<file path="src/rtl/rsmrm_pkg.sv">
// Shared types and codes for the reading store with remove-min and mean.
// Used by every module of the block except the RAM; depends on nothing.
`default_nettype none

package rsmrm_pkg;

	typedef enum logic [1:0] {
		MODE_APPEND = 2'd0,
		MODE_REMOVE = 2'd1,
		MODE_MEAN   = 2'd2,
		MODE_NONE   = 2'd3
	} mode_t;

	typedef enum logic [1:0] {
		STAT_OK    = 2'd0,
		STAT_EMPTY = 2'd1,
		STAT_FULL  = 2'd2
	} status_code_t;

	localparam int MEAN_BITS = 40;

	typedef struct packed {
		logic [1:0]         mode;
		logic signed [31:0] reading;
	} in_item_t;

	typedef struct packed {
		logic [1:0]                  status;
		logic signed [MEAN_BITS-1:0] mean_q8;
	} out_item_t;

	typedef enum logic [2:0] {
		ST_IDLE,
		ST_SCAN,
		ST_LAST,
		ST_MOVE,
		ST_DIV,
		ST_MEAN_OUT
	} state_t;

	// Controller to datapath.
	typedef struct packed {
		logic         append;
		logic         emit;
		status_code_t emit_status;
		logic         emit_mean;
		logic         scan_init;
		logic         scan_issue;
		logic         read_last;
		logic         move;
		logic         div_init;
		logic         div_step;
	} cmd_t;

	// Datapath to controller.
	typedef struct packed {
		logic full;
		logic empty;
		logic scan_last;
		logic div_last;
	} dp_status_t;

endpackage

`default_nettype wire

</file>
<file path="src/rtl/rsmrm_ram.sv">
// Generic single-port-write, single-port-read RAM with registered read data.
// No dependencies.
`default_nettype none

module rsmrm_ram #(
	parameter int WIDTH = 32,
	parameter int DEPTH = 64,
	localparam int AW = (DEPTH > 1) ? $clog2(DEPTH) : 1
) (
	input  wire logic             clk,
	input  wire logic             we,
	input  wire logic [AW-1:0]    waddr,
	input  wire logic [WIDTH-1:0] wdata,
	input  wire logic [AW-1:0]    raddr,
	output logic      [WIDTH-1:0] rdata
);

	logic [WIDTH-1:0] mem [DEPTH];

	always_ff @(posedge clk) begin
		if (we) begin
			mem[waddr] <= wdata;
		end
		rdata <= mem[raddr];
	end

endmodule

`default_nettype wire

</file>
<file path="src/rtl/rsmrm_ctrl.sv">
// Controller state machine: decodes the operation and sequences the datapath.
// Depends on rsmrm_pkg.
`default_nettype none

module rsmrm_ctrl (
	input  wire logic                  clk,
	input  wire logic                  arst_n,
	input  wire logic                  start,
	input  wire logic [1:0]            mode,
	input  wire rsmrm_pkg::dp_status_t sts,
	output rsmrm_pkg::cmd_t            cmd,
	output logic                       busy
);

	rsmrm_pkg::state_t state_q, state_nx;
	logic              accept;

	assign accept = start && (state_q == rsmrm_pkg::ST_IDLE);
	assign busy   = (state_q != rsmrm_pkg::ST_IDLE);

	always_ff @(posedge clk or negedge arst_n) begin
		if (!arst_n) begin
			state_q <= rsmrm_pkg::ST_IDLE;
		end else begin
			state_q <= state_nx;
		end
	end

	always_comb begin
		state_nx = state_q;
		unique case (state_q)
			rsmrm_pkg::ST_IDLE: begin
				if (accept && mode == rsmrm_pkg::MODE_REMOVE && !sts.empty) begin
					state_nx = rsmrm_pkg::ST_SCAN;
				end else if (accept && mode == rsmrm_pkg::MODE_MEAN && !sts.empty) begin
					state_nx = rsmrm_pkg::ST_DIV;
				end
			end
			rsmrm_pkg::ST_SCAN: begin
				if (sts.scan_last) begin
					state_nx = rsmrm_pkg::ST_LAST;
				end
			end
			rsmrm_pkg::ST_LAST:     state_nx = rsmrm_pkg::ST_MOVE;
			rsmrm_pkg::ST_MOVE:     state_nx = rsmrm_pkg::ST_IDLE;
			rsmrm_pkg::ST_DIV: begin
				if (sts.div_last) begin
					state_nx = rsmrm_pkg::ST_MEAN_OUT;
				end
			end
			rsmrm_pkg::ST_MEAN_OUT: state_nx = rsmrm_pkg::ST_IDLE;
			default:                state_nx = rsmrm_pkg::ST_IDLE;
		endcase
	end

	always_comb begin
		cmd             = '0;
		cmd.emit_status = rsmrm_pkg::STAT_OK;
		unique case (state_q)
			rsmrm_pkg::ST_IDLE: begin
				if (accept) begin
					unique case (mode)
						rsmrm_pkg::MODE_APPEND: begin
							cmd.emit = 1'b1;
							if (sts.full) begin
								cmd.emit_status = rsmrm_pkg::STAT_FULL;
							end else begin
								cmd.append = 1'b1;
							end
						end
						rsmrm_pkg::MODE_REMOVE: begin
							if (sts.empty) begin
								cmd.emit        = 1'b1;
								cmd.emit_status = rsmrm_pkg::STAT_EMPTY;
							end else begin
								cmd.scan_init = 1'b1;
							end
						end
						rsmrm_pkg::MODE_MEAN: begin
							if (sts.empty) begin
								cmd.emit        = 1'b1;
								cmd.emit_status = rsmrm_pkg::STAT_EMPTY;
							end else begin
								cmd.div_init = 1'b1;
							end
						end
						default: cmd.emit = 1'b1;
					endcase
				end
			end
			rsmrm_pkg::ST_SCAN: cmd.scan_issue = 1'b1;
			rsmrm_pkg::ST_LAST: cmd.read_last  = 1'b1;
			rsmrm_pkg::ST_MOVE: begin
				cmd.move = 1'b1;
				cmd.emit = 1'b1;
			end
			rsmrm_pkg::ST_DIV:  cmd.div_step = 1'b1;
			rsmrm_pkg::ST_MEAN_OUT: begin
				cmd.emit      = 1'b1;
				cmd.emit_mean = 1'b1;
			end
			default: ;
		endcase
	end

	a_scan_nonempty: assert property (@(posedge clk) disable iff (!arst_n)
		(cmd.scan_init || cmd.div_init) |-> !sts.empty)
		else $error("scan or division started on an empty store");
	a_last_to_move: assert property (@(posedge clk) disable iff (!arst_n)
		(state_q == rsmrm_pkg::ST_LAST) |=> (state_q == rsmrm_pkg::ST_MOVE))
		else $error("last-entry fetch not followed by move");
	a_one_op: assert property (@(posedge clk) disable iff (!arst_n)
		$countones({cmd.append, cmd.scan_init, cmd.div_init, cmd.move}) <= 1)
		else $error("conflicting datapath commands");

endmodule

`default_nettype wire

</file>
<file path="src/rtl/rsmrm_dp.sv">
// Datapath: reading RAM, entry count, running sum, min scan and serial divider.
// Depends on rsmrm_pkg and rsmrm_ram.
`default_nettype none

module rsmrm_dp #(
	parameter int DEPTH      = 64,
	parameter int VALUE_BITS = 32,
	localparam int AW  = (DEPTH > 1) ? $clog2(DEPTH) : 1,
	localparam int CW  = $clog2(DEPTH + 1),
	localparam int SW  = VALUE_BITS + CW,
	localparam int QW  = SW + 8,
	localparam int DCW = $clog2(QW)
) (
	input  wire logic                  clk,
	input  wire logic                  arst_n,
	input  wire rsmrm_pkg::cmd_t       cmd,
	input  wire rsmrm_pkg::in_item_t   request,
	output rsmrm_pkg::dp_status_t      sts,
	output logic                       done,
	output rsmrm_pkg::out_item_t       result
);

	logic [CW-1:0]         count_q;
	logic signed [SW-1:0]  sum_q;

	logic [AW-1:0]         idx_q;
	logic [AW-1:0]         rd_idx_s1;
	logic                  rd_vld_s1;
	logic [AW-1:0]         best_q;
	logic [VALUE_BITS-1:0] min_q;

	logic [QW-1:0]         dq_q;
	logic [CW-1:0]         rem_q;
	logic [DCW-1:0]        dcnt_q;
	logic                  neg_q;

	logic                  ram_we;
	logic [AW-1:0]         ram_waddr;
	logic [VALUE_BITS-1:0] ram_wdata;
	logic [AW-1:0]         ram_raddr;
	logic [VALUE_BITS-1:0] ram_rdata;

	logic [CW-1:0]         count_m1;
	logic [CW:0]           trial;
	logic                  ge;
	logic [SW-1:0]         sum_mag;
	logic signed [QW:0]    quot_s;

	logic                  done_q;
	rsmrm_pkg::out_item_t  result_q;

	assign count_m1      = count_q - CW'(1);
	assign sts.full      = (count_q == CW'(DEPTH));
	assign sts.empty     = (count_q == '0);
	assign sts.scan_last = (CW'(idx_q) == count_m1);
	assign sts.div_last  = (dcnt_q == DCW'(QW - 1));

	// Append writes at the tail; move fills the removed slot with the tail entry.
	assign ram_we    = cmd.append || cmd.move;
	assign ram_waddr = cmd.move ? best_q : AW'(count_q);
	assign ram_wdata = cmd.move ? ram_rdata : request.reading[VALUE_BITS-1:0];
	assign ram_raddr = cmd.read_last ? AW'(count_m1) : idx_q;

	rsmrm_ram #(
		.WIDTH (VALUE_BITS),
		.DEPTH (DEPTH)
	) u_ram (
		.clk   (clk),
		.we    (ram_we),
		.waddr (ram_waddr),
		.wdata (ram_wdata),
		.raddr (ram_raddr),
		.rdata (ram_rdata)
	);

	always_ff @(posedge clk or negedge arst_n) begin
		if (!arst_n) begin
			count_q <= '0;
			sum_q   <= '0;
		end else if (cmd.append) begin
			count_q <= count_q + CW'(1);
			sum_q   <= sum_q + SW'($signed(request.reading[VALUE_BITS-1:0]));
		end else if (cmd.move) begin
			count_q <= count_m1;
			sum_q   <= sum_q - SW'($signed(min_q));
		end
	end

	always_ff @(posedge clk or negedge arst_n) begin
		if (!arst_n) begin
			rd_vld_s1 <= 1'b0;
		end else begin
			rd_vld_s1 <= cmd.scan_issue;
		end
	end

	// Min scan: issue one read a cycle, compare in the cycle after the read.
	always_ff @(posedge clk) begin
		if (cmd.scan_init) begin
			idx_q <= '0;
		end else if (cmd.scan_issue) begin
			idx_q <= idx_q + AW'(1);
		end
		rd_idx_s1 <= idx_q;
		if (rd_vld_s1) begin
			if (rd_idx_s1 == '0 || $signed(ram_rdata) < $signed(min_q)) begin
				min_q  <= ram_rdata;
				best_q <= rd_idx_s1;
			end
		end
	end

	// Restoring divider on the magnitude, one quotient bit per cycle.
	assign sum_mag = sum_q[SW-1] ? SW'(-sum_q) : SW'(sum_q);
	assign trial   = {rem_q, dq_q[QW-1]};
	assign ge      = (trial >= {1'b0, count_q});

	always_ff @(posedge clk) begin
		if (cmd.div_init) begin
			dq_q   <= {sum_mag, 8'd0};
			rem_q  <= '0;
			dcnt_q <= '0;
			neg_q  <= sum_q[SW-1];
		end else if (cmd.div_step) begin
			dq_q   <= {dq_q[QW-2:0], ge};
			rem_q  <= ge ? CW'(trial - {1'b0, count_q}) : CW'(trial);
			dcnt_q <= dcnt_q + DCW'(1);
		end
	end

	assign quot_s = neg_q ? -$signed({1'b0, dq_q}) : $signed({1'b0, dq_q});

	always_ff @(posedge clk or negedge arst_n) begin
		if (!arst_n) begin
			done_q <= 1'b0;
		end else begin
			done_q <= cmd.emit;
		end
	end

	always_ff @(posedge clk) begin
		if (cmd.emit) begin
			result_q.status  <= cmd.emit_status;
			result_q.mean_q8 <= cmd.emit_mean ? rsmrm_pkg::MEAN_BITS'(quot_s) : '0;
		end
	end

	assign done   = done_q;
	assign result = result_q;

	a_count_range: assert property (@(posedge clk) disable iff (!arst_n)
		count_q <= CW'(DEPTH))
		else $error("entry count beyond depth");
	a_append_room: assert property (@(posedge clk) disable iff (!arst_n)
		cmd.append |-> !sts.full)
		else $error("append into a full store");
	a_move_dec: assert property (@(posedge clk) disable iff (!arst_n)
		cmd.move |=> count_q == CW'($past(count_q) - CW'(1)))
		else $error("remove did not drop the count by one");
	a_div_nonzero: assert property (@(posedge clk) disable iff (!arst_n)
		cmd.div_step |-> !sts.empty)
		else $error("division by a zero count");

endmodule

`default_nettype wire

</file>
<file path="src/rtl/reading_store_min_remove_mean.sv">
// Top level of the reading store with remove-min and mean.
// Depends on rsmrm_pkg, rsmrm_ctrl, rsmrm_dp (and rsmrm_ram through it).
//
// Usage:
//   Request channel: drive request and raise start; the transfer happens at
//   the clock edge where start is high and busy is low. mode picks append,
//   remove smallest or mean; reading is used by append only (low VALUE_BITS
//   bits, sign-extended).
//   Result channel: done pulses high for exactly one cycle with result; the
//   receiver cannot stall, so sample result whenever done is high.
// Steps of each operation after the accepting edge:
//   append, empty-store cases and the undefined mode: result is registered
//     at that edge and busy stays low, so a new request can follow every cycle.
//   remove smallest: one RAM read per entry sets the scan, then one read of
//     the tail entry and one write to close the gap, which also registers result.
//   mean: the restoring divider retires one quotient bit per cycle of a QW-bit
//     quotient, QW = VALUE_BITS + clog2(DEPTH+1) + 8 (47 at the defaults).
// Reset: asynchronous, clears the entry count, the running sum and control;
//   the reading RAM is not cleared, since only entries below the count are read.
//   No clearing pass: the block takes requests right after reset.
`default_nettype none

module reading_store_min_remove_mean #(
	parameter int DEPTH      = 64,
	parameter int VALUE_BITS = 32
) (
	input  wire logic                 clk,
	input  wire logic                 arst_n,
	input  wire logic                 start,
	output logic                      busy,
	input  wire rsmrm_pkg::in_item_t  request,
	output logic                      done,
	output rsmrm_pkg::out_item_t      result
);

	rsmrm_pkg::cmd_t       cmd;
	rsmrm_pkg::dp_status_t sts;

	// Sequence each operation: decode on transfer, then step the datapath.
	rsmrm_ctrl u_ctrl (
		.clk    (clk),
		.arst_n (arst_n),
		.start  (start),
		.mode   (request.mode),
		.sts    (sts),
		.cmd    (cmd),
		.busy   (busy)
	);

	// Hold the store, the count and the sum; run the scan and the divider.
	rsmrm_dp #(
		.DEPTH      (DEPTH),
		.VALUE_BITS (VALUE_BITS)
	) u_dp (
		.clk     (clk),
		.arst_n  (arst_n),
		.cmd     (cmd),
		.request (request),
		.sts     (sts),
		.done    (done),
		.result  (result)
	);

endmodule

`default_nettype wire

</file>
<file path="config.mk">
export PLATFORM = sky130hd
export DESIGN_NAME = reading_store_min_remove_mean
export DESIGN_NICKNAME = d
export VERILOG_FILES = /design/src/rtl/rsmrm_pkg.sv /design/src/rtl/rsmrm_ram.sv /design/src/rtl/rsmrm_ctrl.sv /design/src/rtl/rsmrm_dp.sv /design/src/rtl/reading_store_min_remove_mean.sv
export SDC_FILE = /design/constraint.sdc
export NUM_CORES = 2
export LEC_CHECK = 0
export ABC_AREA = 1
export BUFFER_PORTS_ARGS = -buffer_cell sky130_fd_sc_hd__buf_2
export CAP_MARGIN = 20
export CORE_ASPECT_RATIO = 1.1
export CORE_MARGIN = 2
export CORE_UTILIZATION = 55
export CTS_BUF_LIST = sky130_fd_sc_hd__clkbuf_8 sky130_fd_sc_hd__clkbuf_16
export CTS_CLUSTER_SIZE = 8
export DETAILED_ROUTE_END_ITERATION = 7
export PLACE_DENSITY = 0.72
export REMOVE_ABC_BUFFERS = 1
export SYNTH_ARGS = -nofsm -noshare
export SYNTH_HDL_FRONTEND = slang
export SYNTH_SLANG_ARGS = --single-unit
</file>
<file path="constraint.sdc">
create_clock -name clk -period 7.3 [get_ports clk]
set_input_delay 1.095 -clock clk [delete_from_list [all_inputs] [get_ports clk]]
set_output_delay 1.095 -clock clk [all_outputs]
set_load 0.1 [all_outputs]
</file>
==> flow_metrics.py <==
metrics = {
    "yosys": {
        "synth_area_per_cell_um2": 9.81,
        "syn_inst": 10600,
        "synthArstFlopShare_pct": 2.23,
        "synth_edf_count": 2168,
        "synth_compound_area_share_pct": 2.26,
        "ys.warnings.count": 0,
        "netlist_area_um2": 104000,
        "yosysTopAreaCellShare_pct": 62.5,
        "synth_top_area_cell": "edfxtp_1",
        "synth_xor_xnor_area_share_pct": 0.513,
        "yosysSeqAreaShare_pct": 65.0,
        "ys_ff_latch": 2284,
        "ys.flop_type": "edfxtp_1",
        "yosys.area_share.simple_pct": 22.1,
        "synth_fa_ha_area_share_pct": 1.10,
        "synthMuxAreaShare_pct": 0,
        "synthTopCellsByArea": "edfxtp_1 (63%), nand2_1 (10%), nand3_1 (9.5%)",
        "synth_top_family_by_area": "simple AND/OR/NAND/NOR gates",
        "yosysUniqueCellTypes": 44,
    },
    "timing": {
        "skew_ps": 62.8,
        "relSlewSlack_pct": 23.0,
        "tightest_slew_ps": 1150,
        "hold_viol_final": 0,
        "fin_ws_ps": 2270,
        "rsz0062_at_grt": "false",
        "finalSetupTns_ps": 0,
        "max_freq_ghz": 0.199,
        "drv_slew": 0,
        "period_needed_ps": 5030,
        "setup_violations": 0,
        "finalCritPeriodShare_pct": 68.9,
    },
    "die": {
        "die_h_um": 460,
        "rows": 167,
        "die_area_um2": 193000,
        "coreArea_um2": 188000,
        "io_pins": 81,
        "start_util_pct": 55.3,
        "die_width_um": 419,
    },
    "finish": {
        "post-route-util_pct": 62.1,
        "final_area_um2": 117000,
        "area_delta_synth_final_pct": 12.3,
        "nets": 10800,
        "drive_above_1_share_pct": 6.46,
    },
    "setup_path": {
        "critPathCaptureType": "flip-flop",
        "crit_slowest_cell": "nor2_4",
        "crit_top_cell": "nor2_1",
        "r2r_cells": 9,
        "worst_r2r_endpoint": "u_dp.u_ram.mem[25][26]",
        "critPathLaunchType": "flip-flop",
        "cp_max_fo": 32,
        "rrSetupSlack_ps": 2270,
        "path_cells": "inv_2 -> nor3_4 -> buf_4 -> nor2_1 -> a21oi_1 -> inv_1 -> nor2_1 -> nand3_1 -> nor2_4",
        "crit_buf_inv": 3,
        "critPathArrivalTime_ps": 5560,
        "crit_type": "flip-flop to flip-flop",
        "worstPathRequired_ps": 7830,
        "crit_family": "simple AND/OR/NAND/NOR gates",
        "slowest_delay_ps": 1110,
        "rr_startpoint": "u_ctrl.state_q[1]",
    },
    "global_routing": {
        "grt_pass1_wl_um": 456000,
        "grt.total_usage_pct": 31.9,
        "grt_max_degree": 177,
        "grt-ovfl-total": 0,
        "antenna_found_initial": 25,
        "grt_pass1_vias": 73200,
    },
    "cts": {
        "ctsResizeCount": 0,
        "cts_tree": "yes",
        "path_clk_slew_ps": 50,
        "clockRootBuffer": "clkbuf_16",
        "htree_levels": 5,
        "clk_path_buf_depth": 4,
        "post-cts-setup-buffer-count": 0,
        "numCtsBuffers": 337,
        "cts-hold-fix-buffers": 0,
        "cts.sinks": 2284,
        "clock_latency_ps": 980,
    },
    "power": {
        "switching_share_pct": 33.8,
        "p_clk_share_pct": 35.2,
        "seq_power_share_pct": 38.9,
        "power.density_nw_per_um2": 330,
        "internal-power_uw": 25600,
        "switchingPower_uw": 13000,
        "p_comb_share_pct": 26.0,
        "leakage_uw": 0.0492,
        "vdd_drop_max_mv": 0.335,
    },
    "min_path": {
        "hp-class": "primary input to asynchronous set/reset pin",
    },
    "flow_run": {
        "cap_violations": 0,
    },
    "route": {
        "drt-wirelength-per-cell_um": 23.4,
        "num_vias": 76300,
        "drc": 27,
        "viasPerCell": 5.75,
        "drtPass1Iterations": 8,
        "dr.first_iter.drc_count": 10500,
        "ant_nets": 0,
        "drt-total-wl_um": 311000,
    },
    "place": {
        "port_buffers": 80,
        "hpwl_um": 179000,
        "place.gp.congestion": 0.995,
        "dp_slack_ps": 2350,
        "place_area_um2": 107000,
    },
    "status": {
        "violations": "design-rule violations",
        "status": "complete, but fails checks",
    },
}
final cells by class:
cell class	instances	area, µm²
fill	14600	71300
sequential	2284	67700
multi-input combinational	5940	27800
clock buffer	348	8670
inverter	1899	7140
tap	2535	3170
timing repair buffer	194	2120
clock inverter	68	305
antenna	12	30.0
cell usage after synthesis (all sizes together) (10+ instances only):
cell type,count
nand2,2890
clkbuf,132
ha,88
buf,367
nand4,36
dfxtp,65
nand3,1973
edfxtp,2168
or2,10
o22ai,20
nor3,62
nand3b,37
nor2,334
dfrtp,51
a21oi,173
inv,1898
o21ai,175
o211ai,38
xor2,54
state kept, by name (all words and copies together), names as in the netlist:
signal	cells
u_dp.u_ram.mem	2048
u_dp.rd_vld_s1	1
u_dp.rem_q	7
u_dp.best_q	6
u_dp.rd_idx_s1	6
u_dp.sum_q	39
u_dp.idx_q	6
u_dp.dcnt_q	6
u_ctrl.state_q	3
u_dp.count_q	7
u_dp.result	42
u_dp.dq_q	47
u_dp.u_ram.rdata	32
u_dp.neg_q	1
u_dp.done	1
u_dp.min_q	32
power by group through the flow:
stage	clock, µW	sequential, µW	combinational (µW)
after floorplan	0	15100	6430
after global placement	0	15200	9510
after detailed placement	0	15200	9620
after CTS	13700	15000	9680
after global routing	14200	15000	10600
final	13600	15000	10000
cell families after synthesis:
kind of cell | after synthesis
xor+xnor | 61
flops | 2284
compound gates | 432
simple gates | 5357
fa+ha+maj | 90
buf+inv | 2398
stage by stage:
step                hold WS [ps]  power [µW]  std cells
global route                 380       39800      13300
finish                       345       38600      13300
detailed placement           363       24900      12800
floorplan                    351       21600      10100
global placement             360       24700      12800
CTS                          344       38300      13200
worst register-to-register path, stage by stage (launching register included):
cell and delay (ps):
dfrtp_1 500, inv_2 80, nor3_4 710, buf_4 430
nor2_1 110, a21oi_1 420, inv_1 130, nor2_1 330
nand3_1 740, nor2_4 1130
how the worst max path moves through the flow:
stage	from	slack [ps]	depth (start not counted)	endpoint
2_1_floorplan	u_ctrl.state_q[1]	-13480	8	u_dp.u_ram.rdata[0]
3_5_place_dp	request[32]	2350	20	u_dp.sum_q[32]
3_3_place_gp	request[32]	2330	20	u_dp.sum_q[32]
6_report	u_ctrl.state_q[1]	2270	9	u_dp.u_ram.mem[25][26]
5_1_grt	u_ctrl.state_q[1]	2190	8	u_dp.u_ram.mem[25][26]
4_1_cts	u_ctrl.state_q[1]	2440	9	u_dp.u_ram.mem[1][19]
layout by cell type (no fill, tap or decap), types with 6 or more instances in the layout:
cell type | netlist | final
diode_2 | 0 | 12
o21ai_4 | 0 | 6
dfrtp_1 | 51 | 51
dfxtp_1 | 65 | 65
nand3_1 | 1972 | 1971
inv_2 | 18 | 17
o211ai_1 | 38 | 38
a31oi_1 | 6 | 6
nor2_1 | 330 | 266
nor2_4 | 1 | 64
nor4_1 | 6 | 6
buf_4 | 19 | 54
ha_1 | 88 | 88
o21ai_0 | 165 | 163
or2_2 | 9 | 9
nor3_1 | 61 | 58
nand3b_1 | 37 | 37
inv_1 | 1880 | 1937
buf_16 | 0 | 15
o22ai_1 | 20 | 20
clkbuf_16 | 0 | 345
buf_12 | 0 | 45
nand2_4 | 0 | 33
nand4_1 | 36 | 36
xnor2_1 | 7 | 7
a21oi_1 | 173 | 172
xor2_1 | 54 | 54
buf_2 | 301 | 80
nand2_1 | 2888 | 2856
edfxtp_1 | 2168 | 2168
per-layer routing:
metal / GRT usage, % / vias to the layer above / wire [µm]
met4: 17.7 / 14 / 18000
met1: 41.4 / 36200 / 116000
met3: 7.05 / 822 / 34800
met5: 0 / - / 80
met2: 49.8 / 4569 / 142000
li1: - / 34700 / -
Note: power is estimated with default switching activity, not from simulation.
